File: src/hdl/tcr_pkg.sv
// shared types, constants and helpers of the thick line coverage raster
`default_nettype none

package tcr_pkg;

  localparam int unsigned IMG_WIDTH_DEF  = 256;
  localparam int unsigned IMG_HEIGHT_DEF = 256;

  localparam int unsigned OP_W     = 2;
  localparam int unsigned CRD_IN_W = 8;
  localparam int unsigned WID_W    = 4;
  localparam int unsigned COL_W    = 24;
  localparam int unsigned CNT_W    = 17;
  localparam int unsigned THR_W    = 9;

  // internal arithmetic widths
  localparam int unsigned CRD_W  = 16;
  localparam int unsigned SQ8_W  = 2 * CRD_IN_W;
  localparam int unsigned DSQ_W  = SQ8_W + 1;
  localparam int unsigned WSQ_W  = 2 * (WID_W + 1) - 1;
  localparam int unsigned DW_W   = DSQ_W + WSQ_W;
  localparam int unsigned SQ_W   = 2 * CRD_W;
  localparam int unsigned PROD_W = THR_W + CNT_W;
  localparam int unsigned FRAC_W = 8;

  localparam logic [COL_W-1:0] WHITE     = '1;
  localparam logic [CNT_W-1:0] COUNT_MAX = CNT_W'(65536);
  localparam logic [THR_W-1:0] THR_RESET = THR_W'(179);

  // command codes
  localparam logic [OP_W-1:0] OP_WRITE   = 2'd0;
  localparam logic [OP_W-1:0] OP_MEASURE = 2'd1;
  localparam logic [OP_W-1:0] OP_DRAW    = 2'd2;
  localparam logic [OP_W-1:0] OP_COUNT   = 2'd3;

  // datapath operations
  localparam int unsigned DPO_W = 4;
  localparam logic [DPO_W-1:0] DP_NOP    = 4'd0;
  localparam logic [DPO_W-1:0] DP_LOAD   = 4'd1;
  localparam logic [DPO_W-1:0] DP_SETUP1 = 4'd2;
  localparam logic [DPO_W-1:0] DP_SETUP2 = 4'd3;
  localparam logic [DPO_W-1:0] DP_SETUP3 = 4'd4;
  localparam logic [DPO_W-1:0] DP_SETUP4 = 4'd5;
  localparam logic [DPO_W-1:0] DP_A_INIT = 4'd6;
  localparam logic [DPO_W-1:0] DP_A_SKIP = 4'd7;
  localparam logic [DPO_W-1:0] DP_SQ     = 4'd8;
  localparam logic [DPO_W-1:0] DP_A_STEP = 4'd9;
  localparam logic [DPO_W-1:0] DP_A_EXIT = 4'd10;
  localparam logic [DPO_W-1:0] DP_B_INIT = 4'd11;
  localparam logic [DPO_W-1:0] DP_B_STEP = 4'd12;
  localparam logic [DPO_W-1:0] DP_B_EXIT = 4'd13;
  localparam logic [DPO_W-1:0] DP_FIN    = 4'd14;

  // which point a visit looks at
  localparam int unsigned VS_W = 2;
  localparam logic [VS_W-1:0] VS_MAIN = 2'd0;
  localparam logic [VS_W-1:0] VS_A    = 2'd1;
  localparam logic [VS_W-1:0] VS_B    = 2'd2;

  typedef struct packed {
    logic [DPO_W-1:0] op;
    logic [VS_W-1:0]  vsel;
    logic             mem_rd;
    logic             mem_wr;
    logic             sweep;
    logic             wr_zero;
    logic             vis_acc;
    logic             cnt_rd;
    logic             out_load;
  } tcr_cmd_t;

  typedef struct packed {
    logic a_br;
    logic b_br;
    logic in_w;
    logic a_more;
    logic b_more;
    logic x_done;
    logic y_done;
    logic vis_in;
    logic sweep_last;
  } tcr_stat_t;

  function automatic logic [CNT_W-1:0] sat_inc(input logic [CNT_W-1:0] c);
    return (c == COUNT_MAX) ? c : c + CNT_W'(1);
  endfunction

endpackage

`default_nettype wire

File: src/hdl/tcr_ctrl.sv
// controller state machine: sequences commands, line tracing and the output item
`default_nettype none

module tcr_ctrl
  import tcr_pkg::*;
(
  input  wire logic            clk_i,
  input  wire logic            rst_ni,
  input  wire logic            in_valid_i,
  input  wire logic [OP_W-1:0] operation_i,
  output logic                 in_stall_o,
  output logic                 out_valid_o,
  input  wire logic            out_stall_i,
  input  wire tcr_stat_t       stat_i,
  output tcr_cmd_t             cmd_o
);

  localparam int unsigned ST_W = 5;
  localparam logic [ST_W-1:0] S_CLR  = 5'd0;
  localparam logic [ST_W-1:0] S_IDLE = 5'd1;
  localparam logic [ST_W-1:0] S_SET1 = 5'd2;
  localparam logic [ST_W-1:0] S_SET2 = 5'd3;
  localparam logic [ST_W-1:0] S_SET3 = 5'd4;
  localparam logic [ST_W-1:0] S_SET4 = 5'd5;
  localparam logic [ST_W-1:0] S_VRD  = 5'd6;
  localparam logic [ST_W-1:0] S_VWB  = 5'd7;
  localparam logic [ST_W-1:0] S_A    = 5'd8;
  localparam logic [ST_W-1:0] S_ASQ  = 5'd9;
  localparam logic [ST_W-1:0] S_ACMP = 5'd10;
  localparam logic [ST_W-1:0] S_B    = 5'd11;
  localparam logic [ST_W-1:0] S_BSQ  = 5'd12;
  localparam logic [ST_W-1:0] S_BCMP = 5'd13;
  localparam logic [ST_W-1:0] S_WPIX = 5'd14;
  localparam logic [ST_W-1:0] S_CNT  = 5'd15;
  localparam logic [ST_W-1:0] S_CNTT = 5'd16;
  localparam logic [ST_W-1:0] S_FIN  = 5'd17;
  localparam logic [ST_W-1:0] S_OUT  = 5'd18;

  logic [ST_W-1:0] state_q, state_d;
  logic [VS_W-1:0] vis_q, vis_d;
  logic [OP_W-1:0] op_q, op_d;
  logic            out_valid_q, out_valid_d;
  logic [ST_W-1:0] ret_state;

  assign in_stall_o  = (state_q != S_IDLE);
  assign out_valid_o = out_valid_q;

  // where a visit goes back to
  always_comb begin
    case (vis_q)
      VS_A:    ret_state = S_ASQ;
      VS_B:    ret_state = S_BSQ;
      default: ret_state = S_A;
    endcase
  end

  always_comb begin
    state_d = state_q;
    vis_d   = vis_q;
    op_d    = op_q;
    cmd_o   = '0;
    cmd_o.op   = DP_NOP;
    cmd_o.vsel = vis_q;

    case (state_q)
      S_CLR: begin
        cmd_o.sweep   = 1'b1;
        cmd_o.mem_wr  = 1'b1;
        cmd_o.wr_zero = 1'b1;
        if (stat_i.sweep_last) begin
          state_d = S_IDLE;
        end
      end
      S_IDLE: begin
        if (in_valid_i) begin
          cmd_o.op = DP_LOAD;
          op_d     = operation_i;
          case (operation_i)
            OP_WRITE: state_d = S_WPIX;
            OP_COUNT: state_d = S_CNT;
            default:  state_d = S_SET1;
          endcase
        end
      end
      S_WPIX: begin
        cmd_o.vsel   = VS_MAIN;
        cmd_o.mem_wr = stat_i.vis_in;
        state_d      = S_FIN;
      end
      S_CNT: begin
        cmd_o.sweep  = 1'b1;
        cmd_o.mem_rd = 1'b1;
        cmd_o.cnt_rd = 1'b1;
        if (stat_i.sweep_last) begin
          state_d = S_CNTT;
        end
      end
      S_CNTT: begin
        state_d = S_FIN;
      end
      S_SET1: begin
        cmd_o.op = DP_SETUP1;
        state_d  = S_SET2;
      end
      S_SET2: begin
        cmd_o.op = DP_SETUP2;
        state_d  = S_SET3;
      end
      S_SET3: begin
        cmd_o.op = DP_SETUP3;
        state_d  = S_SET4;
      end
      S_SET4: begin
        cmd_o.op = DP_SETUP4;
        vis_d    = VS_MAIN;
        state_d  = S_VRD;
      end
      S_VRD: begin
        if (stat_i.vis_in) begin
          cmd_o.mem_rd = 1'b1;
          state_d      = S_VWB;
        end else begin
          state_d = ret_state;
        end
      end
      S_VWB: begin
        cmd_o.vis_acc = 1'b1;
        cmd_o.mem_wr  = (op_q == OP_DRAW);
        state_d       = ret_state;
      end
      S_A: begin
        if (stat_i.a_br) begin
          cmd_o.op = DP_A_INIT;
          state_d  = S_ASQ;
        end else begin
          cmd_o.op = DP_A_SKIP;
          state_d  = S_B;
        end
      end
      S_ASQ: begin
        cmd_o.op = DP_SQ;
        state_d  = S_ACMP;
      end
      S_ACMP: begin
        if (stat_i.in_w && stat_i.a_more) begin
          cmd_o.op = DP_A_STEP;
          vis_d    = VS_A;
          state_d  = S_VRD;
        end else if (stat_i.x_done) begin
          state_d = S_FIN;
        end else begin
          cmd_o.op = DP_A_EXIT;
          state_d  = S_B;
        end
      end
      S_B: begin
        if (stat_i.b_br) begin
          cmd_o.op = DP_B_INIT;
          state_d  = S_BSQ;
        end else begin
          vis_d   = VS_MAIN;
          state_d = S_VRD;
        end
      end
      S_BSQ: begin
        cmd_o.op = DP_SQ;
        state_d  = S_BCMP;
      end
      S_BCMP: begin
        if (stat_i.in_w && stat_i.b_more) begin
          cmd_o.op = DP_B_STEP;
          vis_d    = VS_B;
          state_d  = S_VRD;
        end else if (stat_i.y_done) begin
          state_d = S_FIN;
        end else begin
          cmd_o.op = DP_B_EXIT;
          vis_d    = VS_MAIN;
          state_d  = S_VRD;
        end
      end
      S_FIN: begin
        cmd_o.op = DP_FIN;
        state_d  = S_OUT;
      end
      S_OUT: begin
        if (!out_valid_q || !out_stall_i) begin
          cmd_o.out_load = 1'b1;
          state_d        = S_IDLE;
        end
      end
      default: begin
        state_d = S_IDLE;
      end
    endcase

    out_valid_d = cmd_o.out_load ? 1'b1 : (out_valid_q && out_stall_i);
  end

  always_ff @(posedge clk_i or negedge rst_ni) begin
    if (!rst_ni) begin
      state_q     <= S_CLR;
      vis_q       <= VS_MAIN;
      op_q        <= OP_WRITE;
      out_valid_q <= 1'b0;
    end else begin
      state_q     <= state_d;
      vis_q       <= vis_d;
      op_q        <= op_d;
      out_valid_q <= out_valid_d;
    end
  end

endmodule

`default_nettype wire

File: config.mk
export PLATFORM = sky130hd
export DESIGN_NAME = tcr_ctrl
export DESIGN_NICKNAME = d
export VERILOG_FILES = /design/src/hdl/tcr_pkg.sv /design/src/hdl/tcr_ctrl.sv
export SDC_FILE = /design/constraint.sdc
export NUM_CORES = 1
export LEC_CHECK = 0
export BUFFER_PORTS_ARGS = -buffer_cell sky130_fd_sc_hd__buf_2
export CAP_MARGIN = 20
export CELL_PAD_IN_SITES_DETAIL_PLACEMENT = 1
export CELL_PAD_IN_SITES_GLOBAL_PLACEMENT = 1
export CORE_ASPECT_RATIO = 1.4
export CORE_MARGIN = 5
export CORE_UTILIZATION = 40
export CTS_BUF_LIST = sky130_fd_sc_hd__clkbuf_4 sky130_fd_sc_hd__clkbuf_8
export DETAILED_ROUTE_END_ITERATION = 7
export PLACE_DENSITY_LB_ADDON = 0.1
export SLEW_MARGIN = 20
export SYNTH_ARGS = -nofsm -noshare
export SYNTH_HDL_FRONTEND = slang
export SYNTH_SLANG_ARGS = --single-unit
File: constraint.sdc
create_clock -name clk_i -period 4.5 [get_ports clk_i]
set_clock_uncertainty 0.05 [all_clocks]
set_input_delay 0.9 -clock clk_i [delete_from_list [all_inputs] [get_ports clk_i]]
set_output_delay 0.9 -clock clk_i [all_outputs]
set_load 0.03 [all_outputs]
Word level (Yosys, flattened, before mapping)
Index checks and enable logic that the tools add are counted.

word-level totals
  flip-flop bits (word level) = 10
  output and inout bits = 15

operators by class
  equality and inequality tests = 30
  multiplexer cells = 38
  reductions and logical operators = 15

operators with widths
  kind                  number
  $pmux W5 S18          1
  $mux W5               9
  $pmux W4 S11          1
  $eq A5 B4 Y1 const B  8
  $mux W4               6
  $eq A5 B3 Y1 const B  4
  $eq A5 B5 Y1 const B  3
  $mux W2               6
  $ne A2 B2 Y1 const B  6
  $eq A5 B2 Y1 const B  2
  $mux W1               10
  $pmux W2 S4           1
  $pmux W4 S2           1
  $reduce_and A4 Y1     2
  $eq A2 B2 Y1 const B  3
  $pmux W3 S2           1
  $reduce_or A2 Y1      3
  $eq A5 B1 Y1 const B  1
  $logic_not A5 Y1      1
  $ne A5 B1 Y1 const B  1
  $reduce_bool A4 Y1    1
  $logic_and A1 B1 Y1   3
  $ne A3 B3 Y1 const B  1
  $pmux W1 S3           1
  6 further kinds       7

Logic depth before layout (Yosys ltp)
Gate-level depths: netlist of the first run.

  depth after elaboration = 5
  depth in mapped cells = 7
  gate-level depth less buffers = 6

Worst setup path after synthesis of the first run
OpenSTA, ideal clock, no wires.

  path kind = register -> output
  start point = reg state_q[0]
  end point = out cmd_o[5] (netlist bit)
  data arrival time = 2,027 ps
  slack = 1,523 ps
  stages on the path, launching flop included = 7
  cell sequence = dfrtp_1 > buf_2 > buf_2 > nand2_1 > nor3_1 > a32oi_1 > nand2_1

RTL lines
  item                      RTL line         source
  start: declaration        tcr_ctrl.sv:39   logic [ST_W-1:0] state_q, state_d;
  start signal: assignment  tcr_ctrl.sv:207  state_q <= state_d;
  end: declaration          tcr_ctrl.sv:15   output tcr_cmd_t cmd_o

==> out/results.tsv, run 1 <==
metric	value	unit
status	finished clean	
unrepaired setup endpoints after global routing	false	
slowest stage cell, crit path	dfrtp_1	
Rows	22	
Avg Cell Area, Syn	7.25	um2
Worst setup SP type	flip-flop	
CTS Hold Buffers Added	0	
wire per inst	17.5	um
dpl hpwl	2830	um
Diodes inserted	0	
final hold vios	0	
# setup viols final	0	
Buffers on Ports	29	
Die X	54.5	um
Vias	1266	
sequential-to-total area share from yosys stat	22.6	%
die area	3940	um2
FMAX	308	MHz
layout net count	191	
Slew HR	40.2	%
Root Driver	clkbuf_4	
Die Ht	72.3	um
initial core utilization	42.0	%
worst skew pair latency	0.26	ns
#FFs+latches synth	10	
vias in the first global route	1267	
Routed WL	3670	um
crit path buf inv count	1	
Hold Crit Class	in -> async	
ANT nets after route	0	
CTS tree	yes	
Clock Tree Buf Depth	2	
total track usage	20.2	%
share of cells above drive strength 1	23.0	%
post-CTS setup buffer count	0	
post-synthesis instance total	153	
initial DRC count	29	
Synth-to-Final Area Change	15.1	%
I/O pin count	30	
fin. max-slew vios	0	
maximum fanout along the worst path	30	
max incr delay on CP	0.90	ns
initial antenna violation count	0	
Worst Path Arrival	2.30	ns
clock sinks	10	
Worst EP required	3.55	ns
syn nets	169	
CTS Buf Count	3	
worst-path cell chain	nor2_1, a31oi_1, nor3b_1, o31ai_1, o211ai_1, buf_2	
cell count along the critical path	6	
worst reg2reg path depth	5	
WS Path Type	reg -> out	
Netlist Area Pre-Place	1110	um2
CP top delay family	flip-flops	
RePlAce Congestion	0.814	
DRT Pass-1 Iters	4	
total negative slack	0	ns
period utilization	72.1	%
asr flop ratio synth	100	%
CTS H-tree lvls	1	
clock period minus worst slack	3.25	ns
number of synthesized flops with an enable pin	0	
Core ar.	2640	um2
cts repair resizes	0	
clock slew at reported path FFs	0.07	ns
DR DRC count	0	
Peak VDD IR	0.427	mV
Vias/cell	6.03	
pwr dens	668	nW/um2
global-route wire length before repair	5980	um
gr ovfl total	0	
Synth warnings	0	
Worst-Margin Slew	0.897	ns
P_leak	0.600	nW
crit end category	output pin	
max_cap viols	0	
synth unique cells	50	
Top FF cell, synth	dfrtp_1	
largest net degree at the start of global routing	31	
Hold WS	0.441	ns
-- registers in the layout, summed over array words and instances (netlist names) --
signal / flops
out_valid_o: 1
state_q: 5
vis_q: 2
op_q: 2
-- worst reg2reg max path, stage by stage (launching register included) --
cell       delay, ns
dfrtp_1         0.69
nor3_1          0.62
mux2i_1         0.28
o2111ai_2       0.21
nor4_1          0.41
nor2_1          0.10
-- per-stage QoR --
step	instance area (um2)	total power, W	std cells	utilization, %	worst slack (ns)
3_5_place_dp	1240	0.000773	206	46.9	1.56
5_1_grt	1280	0.000923	210	48.3	0.992
3_3_place_gp	1240	0.000748	206	46.9	1.60
2_1_floorplan	1110	0.000633	153	-	1.52
4_1_cts	1280	0.000856	210	48.3	1.27
6_report	1280	0.000853	210	48.3	1.25
-- cell usage after synthesis, types with 2 or more instances --
| library cell | count | area, um2 |
|---|---|---|
| nand3_1 | 8 | 40.0 |
| nor3b_1 | 4 | 30.0 |
| o22ai_1 | 4 | 25.0 |
| buf_2 | 8 | 40.0 |
| a32o_1 | 2 | 20.0 |
| nor2_1 | 11 | 41.3 |
| o22a_1 | 2 | 17.5 |
| inv_1 | 6 | 22.5 |
| clkbuf_1 | 2 | 7.51 |
| a2bb2oi_1 | 2 | 17.5 |
| nand2b_1 | 5 | 31.3 |
| o21ai_0 | 7 | 35.0 |
| nor3_1 | 5 | 25.0 |
| a21oi_1 | 12 | 60.1 |
| a31oi_1 | 2 | 12.5 |
| nor4_1 | 2 | 12.5 |
| mux2_2 | 3 | 33.8 |
| dfrtp_1 | 10 | 250 |
| nand4_1 | 3 | 18.8 |
| or3_1 | 2 | 12.5 |
| nor2b_1 | 6 | 37.5 |
| nand2_1 | 18 | 67.6 |
| mux2i_1 | 2 | 20.0 |
-- routing by layer --
metal  track usage (%)  part of all wire (%)
met1              25.4                    42
met2              32.8                    52
met3              2.26                   3.1
met4              10.2                   2.9
met5                 0                     0
-- cells by family after synthesis --
family	share of synthesized area, %
and+or+nand+nor	34.5
muxes	4.85
AOI/OAI and AO/OA	28.4
buffers and inverters	7.67
DFF	22.6
adders and majority gates	1.13
xor gates and xnor gates	0.790
-- cell usage in the layout (no fill, tap or decap), drive strengths merged, types with 2 or more instances in the layout --
cell type / synthesis / routed
nand4: 3 / 3
o22a: 2 / 2
mux2i: 2 / 2
or3: 2 / 2
nor2: 11 / 11
a31oi: 2 / 2
mux2: 3 / 3
clkbuf: 2 / 4
nand2: 18 / 18
dfrtp: 10 / 10
nand3: 8 / 8
nor3: 5 / 5
nand2b: 5 / 5
nor2b: 6 / 6
a21oi: 12 / 12
o21ai: 7 / 7
buf: 10 / 29
o22ai: 4 / 4
a2bb2oi: 2 / 2
a32o: 2 / 2
inv: 7 / 7
nor4: 2 / 2
nor3b: 4 / 4
-- report_power, final --
group / leakage, nW / internal (W) / switching [W]
logic: 0.449 / 0.000214 / 0.000329
registers: 0.130 / 0.000120 / 0.000111
clock network: 0.0210 / 0.0000491 / 0.0000304
-- final timing paths --
kind                                        startpoint                endpoint  slack [ns]
max in group asynchronous                       rst_ni  state_q[0]$_DFFE_PN0P_        3.76
worst min register to register     op_q[0]$_DFFE_PN0P_     op_q[0]$_DFFE_PN0P_        0.47
worst max-delay path            state_q[1]$_DFFE_PN0P_                cmd_o[9]        1.25
worst min-delay path                            rst_ni     op_q[0]$_DFFE_PN0P_        0.44
min in group clk_i                 op_q[0]$_DFFE_PN0P_     op_q[0]$_DFFE_PN0P_        0.47
worst max register to register  state_q[1]$_DFFE_PN0P_  state_q[0]$_DFFE_PN0P_        2.01
-- area by class of cell --
cell class,count,area (um2)
fillers,374,1370
well taps,36,45.0
clock buffers,4,36.3
flip-flops and latches,10,250
repair buffers,29,145
multi-input cells,124,773
inverters,7,26.3
Note: power is estimated with default switching activity, not from simulation.
==> inputs of run 2 (changes only) <==
ABC_AREA = 1   (was not set)
CORE_UTILIZATION = 36   (was 40)
clock period = 3.2 ns   (was 4.5 ns; I/O delays follow)
==> out/results.tsv, run 2 <==
metric	value	unit	change
worst skew pair latency	0.24	ns	was 0.26 ns
routing usage on met3	1.76	%	was 2.26%
gr ovfl total	0		unchanged
clock period minus worst slack	2.68	ns	
Core Util, Final	45.4	%	was 48.3%
wire per inst	16.2	um	was 17.5 um
total track usage	21.1	%	was 20.2%
Top FF cell, synth	dfrtp_1		unchanged
CTS tree	yes		unchanged
cts repair resizes	0		unchanged
Hold WS	0.207	ns	was 0.441 ns
Vias	1329		was 1,266
post-synthesis instance total	175		was 153
Synth-to-Final Area Change	22.5	%	was 15.1%
Routed WL	3950	um	was 3670 um
placed insts	240		was 206
asr flop ratio synth	100	%	unchanged
largest family of logic cells by synthesized area	simple AND/OR/NAND/NOR gates		unchanged
commonest non-fill, non-tap cells in the layout	48 x nand2_1, 29 x buf_2, 25 x nor2_1		was 29 x buf_2, 18 x nand2_1, 12 x a21oi_1
Netlist Area Pre-Place	1050	um2	was 1110 um2
worst setup margin	0.516	ns	was 1.25 ns
final hold vios	0		unchanged
most frequent cell after synthesis	nand2_1		unchanged
synth unique cells	28		was 50
most common cell after layout, fill and taps aside	nand2_1		was buf_2
crit end category	output pin		unchanged
M2 GR Usage	39.6	%	was 32.8%
initial core utilization	37.1	%	was 42.0%
Comb power frac	71.0	%	was 63.7%
Synth warnings	0		unchanged
global-route wire length before repair	6660	um	was 5980 um
Rows	23		was 22
layout net count	224		was 191
Diodes inserted	0		unchanged
xor/xnor cell area share of the yosys netlist	0	%	was 0.790%
status	finished clean		unchanged
adder-cell share of the synthesized area	1.20	%	was 1.13%
number of synthesized flops with an enable pin	0		unchanged
Vias/cell	5.45		was 6.03
post-synthesis compound-gate area fraction	9.81	%	was 28.4%
clock share of power	11.4	%	was 9.3%
Worst EP required	2.51	ns	was 3.55 ns
Core ar.	2820	um2	was 2640 um2
CTS Buf Count	3		unchanged
share of cells above drive strength 1	24.6	%	was 23.0%
Psw	0.000816	W	was 0.000470 W
Clock Tree Buf Depth	2		unchanged
period utilization	83.9	%	
Sw Share	58.4	%	was 55.1%
DP Worst Slack	0.803	ns	was 1.56 ns
Die X	55.6	um	was 54.5 um
met1 Usage GRT	21.4	%	was 25.4%
max reg flops	5		unchanged
RePlAce Congestion	0.929		was 0.814
Biggest register	state_q		unchanged
post-synth top area share	23.9	%	was 22.6%
Die Ht	73.8	um	was 72.3 um
Worst Path Arrival	1.99	ns	was 2.30 ns
ANT nets after route	0		unchanged
fin. max-slew vios	0		unchanged
initial antenna violation count	0		unchanged
Largest regs	state_q x5, op_q x2, vis_q x2		unchanged
Seq pwr share	17.6	%	was 27.0%
clock sinks	10		unchanged
die area	4100	um2	was 3940 um2
post-CTS setup buffer count	0		unchanged
clock slew at reported path FFs	0.05	ns	was 0.07 ns
WS Path Type	reg -> out		unchanged
CTS H-tree lvls	1		unchanged
unrepaired setup endpoints after global routing	false		unchanged
DRT Pass-1 Iters	4		unchanged
DR DRC count	0		unchanged
Worst-Margin Slew	0.507	ns	was 0.897 ns
#FFs+latches synth	10		unchanged
P_leak	0.820	nW	was 0.600 nW
Most Crowded Layer GR	met2		unchanged
largest net degree at the start of global routing	16		was 31
max_cap viols	0		unchanged
Worst setup SP type	flip-flop		unchanged
CTS Hold Buffers Added	0		unchanged
I/O pin count	30		unchanged
Slew HR	66.1	%	was 40.2%
Peak VDD IR	0.634	mV	was 0.427 mV
top cells by count, synth	48 x nand2_1, 25 x nor2_1, 24 x nand3_1		was 18 x nand2_1, 12 x a21oi_1, 11 x nor2_1
total negative slack	0	ns	unchanged
cell taking the most area after synthesis	dfrtp_1		unchanged
# setup viols final	0		unchanged
dpl hpwl	3420	um	was 2830 um
Finished Layout Cells	244		was 210
# fillers	435		was 374
syn nets	191		was 169
mux cell area share after synthesis	2.15	%	was 4.85%
vias in the first global route	1446		was 1,267
Root Driver	clkbuf_8		was clkbuf_4
maximum fanout along the worst path	15		was 30
initial DRC count	28		was 29
sequential-to-total area share from yosys stat	23.9	%	was 22.6%
Buffers on Ports	29		unchanged
FMAX	373	MHz	
Avg Cell Area, Syn	5.98	um2	was 7.25 um2
Hold Crit Class	in -> async		unchanged
Synth Area in Simple Gates	52.5	%	was 34.5%
Synth area leaders	dfrtp_1 24%, nand2_1 17%, nand3_1 11%		was dfrtp_1 23%, nand2_1 6.1%, a21oi_1 5.4%
Power Internal	0.000582	W	was 0.000383 W
pwr dens	1090	nW/um2	was 668 nW/um2
-- run 2: path summary, 6_finish.rpt --
| kind | start | slack (ns) | to | cells after the start |
|---|---|---|---|---|
| min in group clk_i | out_valid_o$_DFF_PN0_ | 0.46 | out_valid_o$_DFF_PN0_ | 2 |
| worst max-delay path | state_q[4]$_DFFE_PN0P_ | 0.52 | cmd_o[10] | 7 |
| worst min-delay path | rst_ni | 0.21 | state_q[3]$_DFFE_PN0P_ | 1 |
| max in group asynchronous | rst_ni | 2.70 | op_q[0]$_DFFE_PN0P_ | 1 |
| worst max register to register | state_q[3]$_DFFE_PN0P_ | 1.25 | vis_q[0]$_DFFE_PN0P_ | 8 |
| worst min register to register | out_valid_o$_DFF_PN0_ | 0.46 | out_valid_o$_DFF_PN0_ | 2 |
-- run 2: worst max-delay path, stage by stage (launching register included) --
cell and delay, ns:
dfrtp_1 0.45, inv_2 0.25, nand3_1 0.23, nor2_2 0.19
nand2_1 0.11, or2_1 0.23, o2111ai_1 0.07, buf_2 0.22
-- run 2: power groups by stage --
stage	logic (W)	clock network, W	registers, W
finish	0.000992	0.000159	0.000246
global route	0.00110	0.000171	0.000256
global placement	0.000975	0	0.000243
CTS	0.00100	0.000163	0.000246
floorplan	0.000730	0	0.000234
detailed placement	0.000994	0	0.000249
-- run 2: per-layer routing --
layer	routed length, um	share of wire [%]	up-vias
li1	-	-	632
met1	1470	37	631
met2	2060	52	46
met3	159	4.0	20
met4	269	6.8	0
met5	0	0	-
-- run 2: cell families after synthesis --
group / Yosys count
compound gates: 16
fa+ha+maj: 1
buf+inv: 27
flops: 10
mux: 2
simple gates: 119
-- run 2: through the flow --
| step | power (W) | area, um2 |
|---|---|---|
| 3_5_place_dp | 0.00124 | 1230 |
| 5_1_grt | 0.00152 | 1280 |
| 4_1_cts | 0.00141 | 1280 |
| 6_report | 0.00140 | 1280 |
| 3_3_place_gp | 0.00122 | 1230 |
| 2_1_floorplan | 0.000964 | 1050 |
-- run 2: area by class of cell --
class	instances	area [um2]	share of cell area, %
clock buffers	4	55.1	4.30
inverters	26	97.6	7.62
multi-input cells	138	687	53.6
flip-flops and latches	10	250	19.5
well taps	37	46.3	3.61
repair buffers	29	145	11.3
==> inputs of run 3 (changes only) <==
ABC_AREA = 0   (was 1)
CORE_UTILIZATION = 34   (was 36)
clock period = 2.34 ns   (was 3.2 ns; I/O delays follow)
==> out/results.tsv, run 3 (same netlist as run 1, synthesis figures left out) <==
metric	value	unit	change
Vias	1384		was 1,329
Routed WL	4370	um	was 3950 um
wire per inst	18.6	um	was 16.2 um
Comb power frac	73.8	%	was 71.0%
ANT nets after route	0		unchanged
Clock Tree Buf Depth	2		unchanged
# fillers	420		was 435
DR DRC count	0		unchanged
WS Path Type	reg -> out		unchanged
Die Ht	77.6	um	was 73.8 um
gr ovfl total	0		unchanged
Vias/cell	5.89		was 5.45
Sw Share	50.9	%	was 58.4%
Root Driver	clkbuf_8		unchanged
clock sinks	10		unchanged
largest net degree at the start of global routing	17		was 16
Peak VDD IR	0.685	mV	was 0.634 mV
final hold vios	0		unchanged
initial antenna violation count	0		unchanged
RePlAce Congestion	0.865		was 0.929
max incr delay on CP	0.46	ns	was 0.45 ns
global-route wire length before repair	6850	um	was 6660 um
Worst setup SP type	flip-flop		unchanged
CTS Hold Buffers Added	0		unchanged
Slew HR	71.3	%	was 66.1%
post-layout instance area	1500	um2	was 1280 um2
DP Worst Slack	0.122	ns	was 0.803 ns
vias in the first global route	1441		was 1,446
total track usage	19.4	%	was 21.1%
crit end category	output pin		unchanged
worst-path cell chain	buf_4, nor3b_2, nand2_1, a21oi_1, or3_1, buf_2		was inv_2, nand3_1, nor2_2, nand2_1, or2_1, o2111ai_1, buf_2
# setup viols final	0		unchanged
clock period minus worst slack	2.26	ns	
FMAX	442	MHz	
period utilization	96.7	%	
CTS H-tree lvls	1		unchanged
Finished Layout Cells	235		was 244
DRT Pass-1 Iters	4		unchanged
Worst Path Arrival	1.75	ns	was 1.99 ns
Worst-Margin Slew	0.431	ns	was 0.507 ns
fin. max-slew vios	0		unchanged
Synth-to-Final Area Change	35.2	%	was 22.5%
placed insts	222		was 240
commonest non-fill, non-tap cells in the layout	28 x buf_2, 24 x buf_4, 18 x nand2_1		was 48 x nand2_1, 29 x buf_2, 25 x nor2_1
dpl hpwl	3340	um	was 3420 um
maximum fanout along the worst path	8		was 15
initial core utilization	35.5	%	was 37.1%
Hold Crit Class	in -> async		unchanged
Worst EP required	1.82	ns	was 2.51 ns
worst skew pair latency	0.23	ns	was 0.24 ns
Biggest register	state_q		unchanged
max_cap viols	0		unchanged
CTS Buf Count	3		unchanged
die area	4520	um2	was 4100 um2
total negative slack	0	ns	unchanged
Core ar.	3120	um2	was 2820 um2
Rows	24		was 23
CTS tree	yes		unchanged
pwr dens	1310	nW/um2	was 1090 nW/um2
dpl cell area	1350	um2	was 1230 um2
clock slew at reported path FFs	0.05	ns	about the same
Power Internal	0.000964	W	was 0.000582 W
Die X	58.3	um	was 55.6 um
Buffers on Ports	29		unchanged
layout net count	214		was 224
P_leak	0.720	nW	was 0.820 nW
Hold WS	0.0445	ns	was 0.207 ns
worst setup margin	0.0764	ns	was 0.516 ns
Largest regs	state_q x5, op_q x2, vis_q x2		unchanged
initial DRC count	44		was 28
most common cell after layout, fill and taps aside	buf_2		was nand2_1
slowest stage cell, crit path	dfrtp_2		was dfrtp_1
share of cells above drive strength 1	37.8	%	was 24.6%
Diodes inserted	0		unchanged
clock share of power	9.1	%	was 11.4%
Seq pwr share	17.2	%	was 17.6%
max reg flops	5		unchanged
status	finished clean		unchanged
I/O pin count	30		unchanged
Psw	0.000998	W	was 0.000816 W
==> run 3: cell types whose count changed in the layout (fill, tap and decap cells not counted), sizes merged, moves of 5 or more <==
| cell | before | now |
|---|---|---|
| nor2b | 0 | 6 |
| a21oi | 1 | 12 |
| nand2 | 50 | 18 |
| buf | 29 | 52 |
| nand3 | 25 | 8 |
| inv | 26 | 7 |
| nor2 | 32 | 11 |
| nand2b | 0 | 5 |
==> run 3: power groups by stage <==
| stage | Clock, W | Sequential [W] | Combinational, W |
|---|---|---|---|
| global placement | 0 | 0.000347 | 0.00123 |
| CTS | 0.000183 | 0.000356 | 0.00126 |
| global route | 0.000191 | 0.000347 | 0.00157 |
| floorplan | 0 | 0.000271 | 0.000948 |
| finish | 0.000178 | 0.000337 | 0.00145 |
| detailed placement | 0 | 0.000352 | 0.00125 |
==> run 3: critical path: cells and delay by family, from the launching register on <==
family          cells  cell delay (ns)
flops               1             0.46
buf+inv             2             0.36
compound gates      1             0.24
simple gates        3             0.45
==> run 3: path summary, 6_finish.rpt <==
path                       cells after the start  slack, ns                endpoint              startpoint
max                                            6       0.08               cmd_o[12]  state_q[0]$_DFFE_PN0P_
max in group asynchronous                      1       1.98  state_q[0]$_DFFE_PN0P_                  rst_ni
max reg2reg                                    7       0.31  state_q[0]$_DFFE_PN0P_  state_q[2]$_DFFE_PN0P_
min                                            1       0.04   out_valid_o$_DFF_PN0_                  rst_ni
min reg2reg                                    1       0.45     op_q[0]$_DFFE_PN0P_     op_q[0]$_DFFE_PN0P_
min in group clk_i                             2       0.43  state_q[3]$_DFFE_PN0P_               stat_i[0]
==> run 3: timing repair <==
item                                    4_1_cts  5_1_grt
setup buffers                                 0       10
endpoints found under the setup margin        7        7
resized for setup                             5        8
hold endpoints to repair                      0        0
pin swaps                                     0        1
==> run 3: through the flow <==
step	power, W	util (%)
CTS	0.00180	44.7
finish	0.00196	48.0
global route	0.00211	48.0
global placement	0.00157	43.1
floorplan	0.00122	-
detailed placement	0.00160	43.1
==> run 3: metal layers <==
layer | vias up | wire length (um) | share of wire, % | track usage (%)
met5 | - | 0 | 0 | 0
met4 | 0 | 130 | 3.0 | 9.51
met3 | 10 | 124 | 2.8 | 0.831
met2 | 36 | 2360 | 54 | 35.1
met1 | 681 | 1750 | 40 | 22.5
li1 | 657 | - | - | -
==> run 3: cell type report <==
| type | count | area, um2 | share of cell area [%] |
|---|---|---|---|
| Timing Repair Buffer | 52 | 320 | 21.4 |
| Sequential cell | 10 | 255 | 17.0 |
| Clock buffer | 3 | 41.3 | 2.75 |
| Tap cell | 39 | 48.8 | 3.26 |
| Multi-Input combinational cell | 124 | 807 | 53.8 |
| Inverter | 7 | 26.3 | 1.75 |
